$ cat config.mk
export PLATFORM = sky130hd
export DESIGN_NAME = clr_regs
export DESIGN_NICKNAME = d
export VERILOG_FILES = /design/src/clr_pkg.sv /design/src/clr_regs.sv
export SDC_FILE = /design/constraint.sdc
export NUM_CORES = 1
export LEC_CHECK = 0
export BUFFER_PORTS_ARGS = -buffer_cell sky130_fd_sc_hd__buf_2
export CAP_MARGIN = 20
export CORE_MARGIN = 2
export CORE_UTILIZATION = 37
export DETAILED_ROUTE_END_ITERATION = 16
export GPL_TIMING_DRIVEN = 0
export PLACE_DENSITY = 0.73
export RECOVER_POWER = 100
export SLEW_MARGIN = 20
export SYNTH_ARGS = -nofsm -noshare
export SYNTH_HDL_FRONTEND = slang
export SYNTH_SLANG_ARGS = --single-unit
$ cat constraint.sdc
create_clock -name clk -period 1.56 [get_ports clk]
set_input_delay 0.312 -clock clk [delete_from_list [all_inputs] [get_ports clk]]
set_output_delay 0.312 -clock clk [all_outputs]
set_load 0.02 [all_outputs]
$ cat src/clr_pkg.sv
// Package for the core load rebalancer: widths, op codes, controller types.
// Depends on nothing.
package clr_pkg;
    localparam int GROUPS = 32;
    localparam int THREADS_PER_GROUP = 32;
    localparam int MAX_CORES = 8;
    localparam int SLOT_COUNT = GROUPS * THREADS_PER_GROUP;
    localparam int SLOT_W = $clog2(SLOT_COUNT);
    localparam int GROUP_BITS = $clog2(GROUPS);
    localparam int THREAD_BITS = $clog2(THREADS_PER_GROUP);
    localparam logic [1:0] OP_PLACE = 2'd0;
    localparam logic [1:0] OP_SAMPLE = 2'd1;
    localparam logic [1:0] OP_ROUND = 2'd2;
    localparam logic [1:0] OP_QUERY = 2'd3;
    localparam logic [23:0] USAGE_MAX = 24'hFFFFFF;
    localparam logic [33:0] SUM_MAX = 34'h3FFFFFFFF;
    localparam logic [10:0] COUNT_MAX = 11'd2047;
    localparam logic [14:0] FULL_SCALE = 15'd25600;
    localparam logic [47:0] PERIOD_RESET = 48'd1000000000;
    localparam logic [6:0] THRESH_RESET = 7'd10;
    localparam logic [3:0] CORES_RESET = 4'd8;
    localparam logic [1:0] ADDR_PERIOD = 2'd0;
    localparam logic [1:0] ADDR_THRESH = 2'd1;
    localparam logic [1:0] ADDR_CORES = 2'd2;

    typedef struct packed {
        logic clear;
        logic capture;
        logic mem_write;
        logic place;
        logic div_start;
        logic div_usage;
        logic usage_finish;
        logic accumulate;
        logic avg_load;
        logic avg_finish;
        logic round_finish;
        logic query;
        logic result;
    } clr_cmd_t;

    typedef struct packed {
        logic clear_last;
        logic div_done;
        logic last_core;
        logic q_big;
        logic [1:0] op;
    } clr_stat_t;
endpackage

$ cat src/clr_regs.sv
// APB-style configuration registers of the rebalancer.
// Depends on clr_pkg.
module clr_regs import clr_pkg::*;
(
    input  logic        clk,
    input  logic        rst_n,
    input  logic        psel,
    input  logic        penable,
    input  logic        pwrite,
    input  logic [4:0]  paddr,
    input  logic [63:0] pwdata,
    output logic [63:0] prdata,
    output logic [47:0] period_ns,
    output logic [6:0]  threshold_percent,
    output logic [3:0]  num_cores
);
    logic [47:0] period_reg;
    logic [6:0] thresh_reg;
    logic [3:0] cores_reg;
    logic wr;

    assign wr = psel & penable & pwrite;

    always_ff @(posedge clk or negedge rst_n)
    begin
        if (!rst_n)
        begin
            period_reg <= PERIOD_RESET;
            thresh_reg <= THRESH_RESET;
            cores_reg <= CORES_RESET;
        end
        else if (wr && paddr[2:0] == 3'd0 && paddr[4:3] == ADDR_PERIOD)
        begin
            period_reg <= pwdata[47:0];
        end
        else if (wr && paddr[2:0] == 3'd0 && paddr[4:3] == ADDR_THRESH)
        begin
            thresh_reg <= pwdata[6:0];
        end
        else if (wr && paddr[2:0] == 3'd0 && paddr[4:3] == ADDR_CORES)
        begin
            cores_reg <= pwdata[3:0];
        end
    end

    always_comb
    begin
        unique case (paddr[4:3])
            ADDR_PERIOD: prdata = {16'd0, period_reg};
            ADDR_THRESH: prdata = {57'd0, thresh_reg};
            ADDR_CORES: prdata = {60'd0, cores_reg};
            default: prdata = '0;
        endcase
    end

    assign period_ns = period_reg;
    assign threshold_percent = thresh_reg;
    assign num_cores = cores_reg;
endmodule

==> flow_summary.json <==
{
  "combPwrFrac_pct": 21.1,
  "yosys.area_share.simple_pct": 11.9,
  "synth_edf_count": 0,
  "tightest_slew_ns": 1.43,
  "synth_mux_area_share_pct": 28.3,
  "p_leak_uw": 0.00241,
  "synth_xor_area_share_pct": 0,
  "synth_adder_area_share_pct": 0,
  "grt_setup_unrepaired": "yes",
  "synthTopCellsByCount": "43 x dfrtp_1, 41 x and2_1, 39 x mux2_2, 20 x mux2_4, 17 x buf_4",
  "top_layer": "met4",
  "die_y_um": 91.9,
  "crit_buf_inv": 3,
  "crit_slowest_cell": "nor2_4",
  "path_cells": "buf_4 > nor2_4 > buf_6 > and2_1 > buf_2",
  "detailroute.via_count": 2248,
  "synthCells": 212,
  "whs_ns": 0.216,
  "final_layout_size_suffix_gt1_share_pct": 66.5,
  "yosysTopAreaCell": "dfrtp_1",
  "switching_share_pct": 29.1,
  "clk_path_buf_depth": 2,
  "ant_nets": 0,
  "floorplan.initialDensity_pct": 37.6,
  "grt_pass1_vias": 2186,
  "met1_length_mm": 2.98,
  "pwr-share-seq_pct": 46.7,
  "slew_headroom_pct": 4.98,
  "p_int_uw": 2700,
  "rows": 32,
  "grt_usage_pct": 17.4,
  "power_density_mw_per_mm2": 915,
  "wl_met3_um": 580,
  "area_growth_pct": 45.4,
  "pwr-share-clk_pct": 32.2,
  "ys_ff_latch": 59,
  "dieWidth_um": 91.9,
  "clkTransAtPathRegs_ns": 0.06,
  "final.setup_skew_ns": 0,
  "synth-compound-area-share_pct": 0.700,
  "wl_mm": 7.31,
  "synth.distinct_cells": 20,
  "yosysWarningCount": 0,
  "cts_tree": "done",
  "routedWlPerCell_um": 14.3,
  "fin_nets": 478,
  "grt_max_degree": 60,
  "via_per_inst": 4.40,
  "hold_viol": 0,
  "synthArstFlopShare_pct": 100,
  "path_delay_family": "buffers and inverters",
  "core_mm2": 0.00761,
  "critPathCaptureType": "output pin",
  "synthFlopType": "dfrtp_1",
  "num_io_pins": 197,
  "clk_latency_ns": 0.32,
  "period_share_pct": 97.6,
  "cts-htree-levels": 3,
  "antenna_cells": 0,
  "worstSetupStartpointType": "input pin",
  "p_sw_uw": 1110,
  "worstPathMaxFanout": 10,
  "drt_iter0_drc": 44,
  "syn_avg_cell_area_um2": 13.5,
  "die_area_mm2": 0.00845,
  "path_class": "input pin to output pin",
  "ir_worst_vdd_uv": 446,
  "cp.required_ns": 1.25,
  "synth_top_cell_area_share_pct": 37.6,
  "grt_first_pass_wirelength_mm": 11.2,
  "setup_viol": 0,
  "synth_top_family_by_area": "multiplexers",
  "met2_length_mm": 3.66,
  "clkSinkCount": 59,
  "synth.area.top_cells": "dfrtp_1 38%, mux2_2 15%, dfstp_2 15%, mux2_4 10%, and2_1 9.0%",
  "hp-class": "input pin to register",
  "antenna_found_initial": 0,
  "cts_inserted_buffers": 9,
  "slew_viol_final": 0,
  "cts_root_buf": "clkbuf_8",
  "drc": 0,
  "netlist_area_mm2": 0.00286,
  "port_buffers": 162,
  "ys_seq_area_share_pct": 52.3,
  "hpwl_mm": 5.37,
  "max_freq_mhz": 657,
  "drv_cap": 0,
  "first_pass_iters": 4,
  "crit_arrival_ns": 1.21,
  "cpPeakStageDelay_ns": 0.25,
  "grt_overflow": 0,
  "yosysMostFrequentCell": "dfrtp_1",
  "status": "complete, no violations",
  "period_needed_ns": 1.52,
  "worst_slack_ns": 0.0375,
  "pre_cts_slack_ns": -0.287,
  "gp_congestion": 0.744
}
[placed cells by master, fill, tap and decap left out, drive strengths merged]
master / netlist / layout
buf: 23 / 178
mux2: 59 / 59
dfrtp: 43 / 43
and2: 41 / 41
clkbuf: 4 / 27
conb: 1 / 16
dfstp: 16 / 16
mux2i: 7 / 7
nor2: 5 / 5
nand2: 4 / 4
o21ai: 4 / 4
clkinv: 0 / 2
clkinvlp: 0 / 2
nand3: 2 / 2
and2b: 1 / 1
and4b: 1 / 1
nand4b: 1 / 1
[layer usage]
layer | track usage, % | vias to the layer above
met1 | 20.6 | 1063
li1 | - | 1067
met5 | 0 | -
met2 | 30.0 | 111
met4 | 6.34 | 0
met3 | 5.01 | 7
[worst paths after layout]
kind / start / to / slack (ns) / cells after the start
setup / recovery: paddr[4] / prdata[18] / 0.04 / 5
hold / removal: pwdata[13] / period_ns[13] / 0.22 / 2
setup reg to reg: threshold_percent[3] / threshold_percent[3] / 0.75 / 2
hold reg to reg: threshold_percent[5] / threshold_percent[5] / 0.53 / 1
max in group asynchronous: rst_n / period_ns[38] / 0.39 / 1
min in group asynchronous: rst_n / period_ns[43] / 0.32 / 1
[layout make-up]
type	instances	area, um2
buffer	27	231
clock buffer	12	155
clock inverter	4	25.0
fill	701	3450
multi-input combinational	141	1230
sequential	59	1500
tap	102	128
timing repair buffer	166	893
[worst register-to-register path, stage by stage, from the launching register on]
cell and delay [ns]:
dfstp_2 0.53, buf_4 0.10, mux2_2 0.13
[flip-flops by register name, summed over array words and instances (netlist names)]
signal and cells:
threshold_percent 7, num_cores 4, period_ns 48
[cells by family after synthesis]
kind of cell | count (synthesis)
buffers and inverters | 27
other | 1
AOI/OAI and AO/OA | 4
DFF | 59
and+or+nand+nor | 55
muxes | 66
[metrics by stage]
stage               setup TNS (ns)  utilization, %  total power, uW  instance area, um2  std cells
global route               -0.0810            54.7             4000                4160        511
detailed placement          -10.70            50.7             2580                3860        491
finish                           0            54.7             3800                4160        511
floorplan                        0               -             2260                2920        227
global placement             -9.19            50.7             2560                3850        491
CTS                        -0.0366            53.5             3850                4070        508
[what timing repair did]
item / CTS / global route
endpoints found under the hold margin: 0 / 0
endpoints found under the setup margin: 41 / 43
hold buffers: 0 / 0
resized for setup: 9 / 32
setup buffers: 1 / 2
gates cloned: 0 / 1
pin swaps: 0 / 1
[power by group through the flow]
stage	registers (uW)	clock network (uW)	logic (uW)
3_5_place_dp	1800	0	783
2_1_floorplan	1940	0	316
4_1_cts	1780	1280	791
5_1_grt	1790	1350	856
6_report	1780	1230	801
3_3_place_gp	1790	0	768
Power figures use the tool's default switching activity.
