File: config.mk
export PLATFORM = sky130hd
export DESIGN_NAME = clr_controller
export DESIGN_NICKNAME = d
export VERILOG_FILES = /design/src/clr_pkg.sv /design/src/clr_controller.sv
export SDC_FILE = /design/constraint.sdc
export NUM_CORES = 1
export LEC_CHECK = 0
export BUFFER_PORTS_ARGS = -buffer_cell sky130_fd_sc_hd__buf_2
export CAP_MARGIN = 0
export CORE_MARGIN = 2
export CORE_UTILIZATION = 47
export DETAILED_ROUTE_END_ITERATION = 12
export PLACE_DENSITY = 0.79
export SLEW_MARGIN = 20
export SYNTH_ARGS = -nofsm -noshare
export SYNTH_HDL_FRONTEND = slang
export SYNTH_SLANG_ARGS = --single-unit
File: constraint.sdc
create_clock -name clk -period 1.85 [get_ports clk]
set_clock_uncertainty 0.2 [all_clocks]
set_input_delay 0.37 -clock clk [delete_from_list [all_inputs] [get_ports clk]]
set_output_delay 0.37 -clock clk [all_outputs]
set_load 0.005 [all_outputs]
File: src/clr_pkg.sv
// Package for the core load rebalancer: widths, op codes, controller types.
// Depends on nothing.
package clr_pkg;
    localparam int GROUPS = 32;
    localparam int THREADS_PER_GROUP = 32;
    localparam int MAX_CORES = 8;
    localparam int SLOT_COUNT = GROUPS * THREADS_PER_GROUP;
    localparam int SLOT_W = $clog2(SLOT_COUNT);
    localparam int GROUP_BITS = $clog2(GROUPS);
    localparam int THREAD_BITS = $clog2(THREADS_PER_GROUP);
    localparam logic [1:0] OP_PLACE = 2'd0;
    localparam logic [1:0] OP_SAMPLE = 2'd1;
    localparam logic [1:0] OP_ROUND = 2'd2;
    localparam logic [1:0] OP_QUERY = 2'd3;
    localparam logic [23:0] USAGE_MAX = 24'hFFFFFF;
    localparam logic [33:0] SUM_MAX = 34'h3FFFFFFFF;
    localparam logic [10:0] COUNT_MAX = 11'd2047;
    localparam logic [14:0] FULL_SCALE = 15'd25600;
    localparam logic [47:0] PERIOD_RESET = 48'd1000000000;
    localparam logic [6:0] THRESH_RESET = 7'd10;
    localparam logic [3:0] CORES_RESET = 4'd8;
    localparam logic [1:0] ADDR_PERIOD = 2'd0;
    localparam logic [1:0] ADDR_THRESH = 2'd1;
    localparam logic [1:0] ADDR_CORES = 2'd2;

    typedef struct packed {
        logic clear;
        logic capture;
        logic mem_write;
        logic place;
        logic div_start;
        logic div_usage;
        logic usage_finish;
        logic accumulate;
        logic avg_load;
        logic avg_finish;
        logic round_finish;
        logic query;
        logic result;
    } clr_cmd_t;

    typedef struct packed {
        logic clear_last;
        logic div_done;
        logic last_core;
        logic q_big;
        logic [1:0] op;
    } clr_stat_t;
endpackage

File: src/clr_controller.sv
// Controller state machine sequencing each command through the datapath.
// Depends on clr_pkg.
module clr_controller import clr_pkg::*;
(
    input  logic      clk,
    input  logic      rst_n,
    input  logic      start,
    output logic      busy,
    output logic      done,
    input  clr_stat_t stat,
    output clr_cmd_t  cmd
);
    localparam logic [3:0] S_IDLE = 4'd0, S_DEC = 4'd1, S_RD = 4'd2, S_DIV1 = 4'd3,
        S_DIV2 = 4'd4, S_FIN = 4'd5, S_ACC = 4'd6, S_AVG = 4'd7, S_AVGW = 4'd8,
        S_RND = 4'd9, S_OUT = 4'd10, S_QW1 = 4'd11, S_CLR = 4'd12;
    logic [3:0] state_reg, state_next;

    always_comb
    begin
        state_next = state_reg;
        cmd = '0;
        unique case (state_reg)
            S_CLR:
            begin
                cmd.clear = 1'b1;
                if (stat.clear_last)
                begin
                    state_next = S_IDLE;
                end
            end
            S_IDLE:
            begin
                if (start)
                begin
                    cmd.capture = 1'b1;
                    state_next = S_DEC;
                end
            end
            S_DEC:
            begin
                unique case (stat.op)
                    OP_PLACE:
                    begin
                        cmd.place = 1'b1;
                        cmd.mem_write = 1'b1;
                        state_next = S_OUT;
                    end
                    OP_SAMPLE: state_next = S_RD;
                    OP_ROUND: state_next = S_AVG;
                    default:
                    begin
                        cmd.query = 1'b1;
                        state_next = S_OUT;
                    end
                endcase
            end
            S_RD:
            begin
                state_next = S_QW1;
            end
            S_QW1:
            begin
                cmd.div_start = 1'b1;
                cmd.div_usage = 1'b1;
                state_next = S_DIV1;
            end
            S_DIV1:
            begin
                cmd.div_usage = 1'b1;
                if (stat.div_done)
                begin
                    cmd.div_start = 1'b1;
                    cmd.avg_load = 1'b1;
                    state_next = S_DIV2;
                end
            end
            S_DIV2:
            begin
                cmd.div_usage = 1'b1;
                if (stat.div_done)
                begin
                    state_next = S_FIN;
                end
            end
            S_FIN:
            begin
                cmd.div_usage = 1'b1;
                cmd.usage_finish = 1'b1;
                cmd.mem_write = 1'b1;
                state_next = S_ACC;
            end
            S_ACC:
            begin
                cmd.accumulate = 1'b1;
                state_next = S_OUT;
            end
            S_AVG:
            begin
                cmd.avg_load = 1'b1;
                state_next = S_AVGW;
            end
            S_AVGW:
            begin
                if (stat.div_done)
                begin
                    cmd.avg_finish = 1'b1;
                    state_next = stat.last_core ? S_RND : S_AVG;
                end
            end
            S_RND:
            begin
                cmd.round_finish = 1'b1;
                state_next = S_OUT;
            end
            S_OUT:
            begin
                cmd.result = 1'b1;
                state_next = S_IDLE;
            end
            default: state_next = S_IDLE;
        endcase
    end

    always_ff @(posedge clk or negedge rst_n)
    begin
        if (!rst_n)
        begin
            state_reg <= S_CLR;
        end
        else
        begin
            state_reg <= state_next;
        end
    end

    assign busy = state_reg != S_IDLE;
    assign done = cmd.result;
endmodule

==> impl_metrics.tcl, run 1 <==
set metrics [dict create \
    status "finished with violations" \
    violations "setup timing" \
    drive_gt1_share_pct 54.4 \
    synth_common_cells "13 x nor2_1, 6 x nand2_1" \
    regArea_um2 104 \
    slew_violations 0 \
    die-area_mm2 0.00160 \
    power_mw 1.54 \
    syn_area_per_cell_um2 7.91 \
    dpl_cell_area_um2 737 \
    multi_input_area_um2 479 \
    setup_viol 13 \
    fillers 80 \
    largest_reg_flops 4 \
    synth_edf_count 0 \
    grt_pass1_wl_um 3040 \
    relSlewSlack_pct 80.8 \
    grt_max_degree 15 \
    worst_slew_pin_slew_ps 287 \
    synth_flop_cell "dfstp_2" \
    ir_drop_v 0.000968 \
    overflow 0 \
    initial_core_util_pct 52.7 \
    period_share_pct 106 \
    htree_levels 1 \
    vias 722 \
    vias_per_cell 5.64 \
    reg2reg_slack_ps -40 \
    clockRootBuffer "clkbuf_4" \
    cts_buffers 3 \
    routed_wl_um 1890 \
    cp.required_ps 1280 \
    core_mm2 0.00116 \
    hp-class "in2async" \
    syn-num-nets 89 \
    setup.worst_path.start "state_reg[2]$_DFFE_PN1P_" \
    grt_pass1_vias 658 \
    synth_seq_cells 4 \
    grtUsageTotal_pct 29.7 \
    wire_per_inst_um 14.7 \
    ff2ff_path_depth 6 \
    period_needed_ps 1960 \
    die_h_um 40.0 \
    antenna_cells 0 \
    fmax_ghz 0.511 \
    regToRegStartpoint "state_reg[2]$_DFFE_PN1P_" \
    yosys_warnings 0 \
    syn_area_um2 609 \
    rows 12 \
    hold_ws_ps 280 \
    cts_buffer_depth 2 \
    dp_hpwl_um 1160 \
    final_area_um2 917 \
    pre_cts_ws_ps 33.6 \
    worstSetupPathType "reg2out" \
    area_growth_pct 50.5 \
    finalHoldViolCount 0 \
    cts_tree "done" \
    worstPathMaxFanout 4 \
    async_flop_share_pct 100 \
    r2r_end "state_reg[3]$_DFFE_PN1P_" \
    drc 0 \
    dr.pass1.iters 4 \
    cp.arrival_ps 1390 \
    p_per_area_mw_per_mm2 1680 \
    ios 24 \
    nNetsFinal 128 \
    rsz0062_at_grt "yes" \
    path_clk_slew_ps 40 \
    synth_top_cell_area_share_pct 8.62 \
    synth_top_area_cell "dfstp_2" \
    yosysMostFrequentCell "nor2_1" \
    drv_cap 0 \
    portBuffers 22 \
    worstSkewPairLatency_ps 240 \
    drtAntennaViolNets 0 \
    fp.dieW_um 40.0 \
    syn_inst 77 \
    synth_seq_area_share_pct 16.8 \
    p_leak_nw 0.457 \
    fin_ws_ps -107 \
    gp_congestion 0.898 \
    clkSinkCount 4 \
    synth.distinct_cells 34 \
    endpoint_kind "output port" \
    critPathLaunchType "flip-flop" \
    antenna_found_initial 0 \
    initialDrtViolationCount 18 \
    synth.top_cells.by_area "dfstp_2 8.6%, dfrtp_1 8.2%, nor2_1 8.0%, buf_6 7.4%, ha_1 6.2%" \
]
-- worst max-delay path, stage by stage (launching register included) --
cell and delay, ps:
dfstp_2 590, nor2b_4 60, and3_4 160, or2_1 200, buf_2 120
-- cells by family (layout without fill, tap and decap cells) --
group                    Yosys count  after routing  share of synthesized area, %
AND/OR/NAND/NOR                   38             38                          32.7
AO/OA/AOI/OAI                     21             21                          29.0
buffers and inverters             10             47                          12.9
flip-flops                         4              4                          16.8
adder cells (fa/ha/maj)            3              3                          6.16
multiplexers                       1              1                          2.46
-- where the power goes --
| group | internal [mW] | switching [mW] | total [mW] |
|---|---|---|---|
| registers | 0.147 | 0.0669 | 0.213 |
| logic | 0.626 | 0.584 | 1.21 |
| clock network | 0.0732 | 0.0453 | 0.119 |
| total | 0.846 | 0.696 | 1.54 |
-- through the flow --
step | setup TNS [ps] | util (%) | instances
after floorplan | 0 | - | 77
after global placement | 0 | 63.7 | 115
after detailed placement | 0 | 63.7 | 115
after CTS | -422 | 74.9 | 126
after global routing | -1450 | 79.3 | 128
final | -692 | 79.3 | 128
-- layout by cell type (no fill, tap or decap), types with 2 or more instances in the layout --
cell type / instances
nand2_1: 6
and3_1: 3
dfstp_2: 2
clkbuf_4: 3
nor2_4: 2
o21ai_0: 3
inv_1: 2
buf_2: 22
o32ai_1: 2
nand2b_1: 3
buf_4: 14
nand2b_4: 3
buf_6: 2
ha_1: 3
a21oi_1: 3
o21ai_1: 3
nor3_1: 3
nor2_1: 11
-- how the worst max path moves through the flow --
stage	end	cells after the start	slack (ps)
after floorplan	cmd[10]	5	80
after global routing	cmd[7]	4	-150
final	cmd[10]	4	-110
after CTS	cmd[10]	4	-80
after global placement	cmd[10]	4	40
after detailed placement	cmd[10]	4	30
-- routing by layer --
metal	up-vias	share of wire, %	GRT usage (%)
met3	2	6.0	8.89
met5	-	0	0
li1	350	-	-
met1	341	40	31.0
met2	29	53	57.3
met4	0	1.1	6.03
-- timing repair --
action                     4_1_cts  5_1_grt
hold buffers                     1        0
setup endpoints to repair       14       17
gates resized for setup          7       10
pin swaps                        1        7
setup buffers                    7        2
hold endpoints to repair         4        0
-- layout make-up --
cell class / instances / share of cell area (%)
inverters: 3 / 1.23
multi-input cells: 63 / 52.3
flip-flops and latches: 4 / 11.3
well taps: 14 / 1.91
repair buffers: 41 / 30.8
clock buffers: 3 / 2.46
(Power assumes the default switching activity.)
==> inputs of run 2 (changes only) <==
Settings changed: CAP_MARGIN 0 to 20, CORE_AREA from default to 2 2 39 41, CORE_MARGIN 2 to default, CORE_UTILIZATION 47 to default, DIE_AREA from default to 0 0 41 43, PLACE_DENSITY 0.79 to 0.77.
Clock period 1.85 ns to 2.5 ns, I/O delays scaled along.
==> run 2 against run 1 <==
- the run now ends clean
- count of clock-buffer cells in the layout is 1 higher
- die area is 10% higher
- register-to-register slack better by 600 ps
- cell count is 9.4% lower
- non-clock buffer count is 15 lower
- worst setup slack better by 270 ps
- final area is 20% lower
- largest cell class unchanged
- critical endpoint unchanged
- combinational power is 53% lower
==> impl_metrics.tcl, run 2 (synthesis gave the netlist of run 1 again) <==
set metrics [dict create \
    status "finished clean" \
    htree_levels 1 \
    critical_path.cell_chain "nor2b_1 -> and3_1 -> or2_1 -> buf_2" \
    worstSetupPathType "reg2out" \
    rsz0062_at_grt "no" \
    drtAntennaViolNets 0 \
    place_inst 111 \
    setup_viol 0 \
    routed_wl_um 1340 \
    swShare_pct 48.1 \
    path_clk_slew_ps 40 \
    period_needed_ps 2340 \
    cp.arrival_ps 1640 \
    core_mm2 0.00138 \
    nNetsFinal 113 \
    crit_family "flip-flops" \
    period_share_pct 93.5 \
    relSlewSlack_pct 72.2 \
    fmax_ghz 0.428 \
    grt_max_degree 17 \
    drive_gt1_share_pct 38.0 \
    grt_pass1_vias 513 \
    critPathLaunchType "flip-flop" \
    p_leak_nw 0.364 \
    worstPathMaxFanout 16 \
    endpoint_kind "output port" \
    initialDrtViolationCount 18 \
    cts_tree "done" \
    max_stage_delay_ps 700 \
    ir_drop_v 0.000460 \
    dp_hpwl_um 1010 \
    hp-class "in2async" \
    slew_violations 0 \
    area_growth_pct 19.9 \
    final_common_cell "buf_2" \
    power_mw 0.841 \
    gp_congestion 0.877 \
    rows 14 \
    seqPwrFrac_pct 21.6 \
    cp.required_ps 1800 \
    fp.dieW_um 41 \
    cts_buffers 3 \
    post_cts_resized 0 \
    p_per_area_mw_per_mm2 1150 \
    portBuffers 22 \
    initial_core_util_pct 44.0 \
    vias_per_cell 5.51 \
    die-area_mm2 0.00176 \
    comb_power_share_pct 67.9 \
    clkSinkCount 4 \
    intPower_mw 0.437 \
    cts_buffer_depth 2 \
    wire_per_inst_um 11.5 \
    largest_reg_flops 4 \
    grt_pass1_wl_um 2170 \
    fin_cells 116 \
    drv_cap 0 \
    overflow 0 \
    worst_path_max_delay_cell "dfstp_2" \
    worst_slew_pin_slew_ps 416 \
    finalHoldViolCount 0 \
    vias 639 \
    layout_common_cells "22 x buf_2, 13 x nor2_1, 6 x nand2_1" \
    die_h_um 43 \
    p_switching_mw 0.404 \
    antenna_cells 0 \
    p_clk_share_pct 10.5 \
    ios 24 \
    antenna_found_initial 0 \
    grtUsageTotal_pct 17.7 \
    setup_tns_ps 0 \
    worstSkewPairLatency_ps 240 \
    dr.pass1.iters 4 \
    drc 0 \
    crit_buf_inv 1 \
    clockRootBuffer "clkbuf_4" \
]
==> run 2: cell types whose count changed in the layout (fill, tap and decap cells not counted), moves of 2 or more <==
cell | before | now
nor2_4 | 2 | 0
nor2_1 | 11 | 13
buf_4 | 14 | 3
buf_6 | 2 | 0
==> run 2: worst paths after layout <==
path	cells past startpoint	end	slack, ps	from
worst max-delay path	4	cmd[10]	160	state_reg[2]$_DFFE_PN1P_
worst min-delay path	2	state_reg[0]$_DFFE_PN0P_	390	rst_n
worst max register to register	5	state_reg[3]$_DFFE_PN1P_	560	state_reg[3]$_DFFE_PN1P_
worst min register to register	2	state_reg[2]$_DFFE_PN1P_	450	state_reg[2]$_DFFE_PN1P_
max in group asynchronous	2	state_reg[2]$_DFFE_PN1P_	1510	rst_n
min in group clk	4	state_reg[2]$_DFFE_PN1P_	410	stat[5]
==> run 2: power groups by stage <==
stage | Sequential, mW | Clock (mW) | Combinational, mW
floorplan | 0.131 | 0 | 0.522
global placement | 0.179 | 0 | 0.563
detailed placement | 0.180 | 0 | 0.566
CTS | 0.179 | 0.0904 | 0.569
global route | 0.192 | 0.0956 | 0.627
finish | 0.181 | 0.0882 | 0.571
==> run 2: routing by layer <==
| metal | part of all wire (%) | GRT usage [%] | up-vias |
|---|---|---|---|
| li1 | - | - | 322 |
| met1 | 46 | 25.1 | 283 |
| met2 | 45 | 24.4 | 30 |
| met3 | 7.2 | 1.57 | 4 |
| met4 | 2.0 | 12.0 | 0 |
| met5 | 0 | 0 | - |
==> run 2: what timing repair did <==
item	in CTS	in global routing
buffers inserted	0	0
hold endpoints to repair	2	0
hold buffers	1	0
==> run 2: per-stage QoR <==
step / hold WS (ps) / util [%] / setup WS [ps] / area (µm²)
2_1_floorplan: 4.41 / - / 601 / 609
3_3_place_gp: 103 / 50.2 / 420 / 694
3_5_place_dp: 105 / 50.2 / 420 / 694
4_1_cts: 387 / 52.8 / 170 / 731
5_1_grt: 394 / 52.8 / 75.4 / 731
6_report: 389 / 52.8 / 163 / 731
==> run 2: layout make-up <==
cell class | instances | area, µm²
inverter | 3 | 11.3
multi-input combinational | 63 | 428
timing repair buffer | 26 | 143
fill | 131 | 653
sequential | 4 | 103
tap | 16 | 20.0
clock buffer | 4 | 26.3
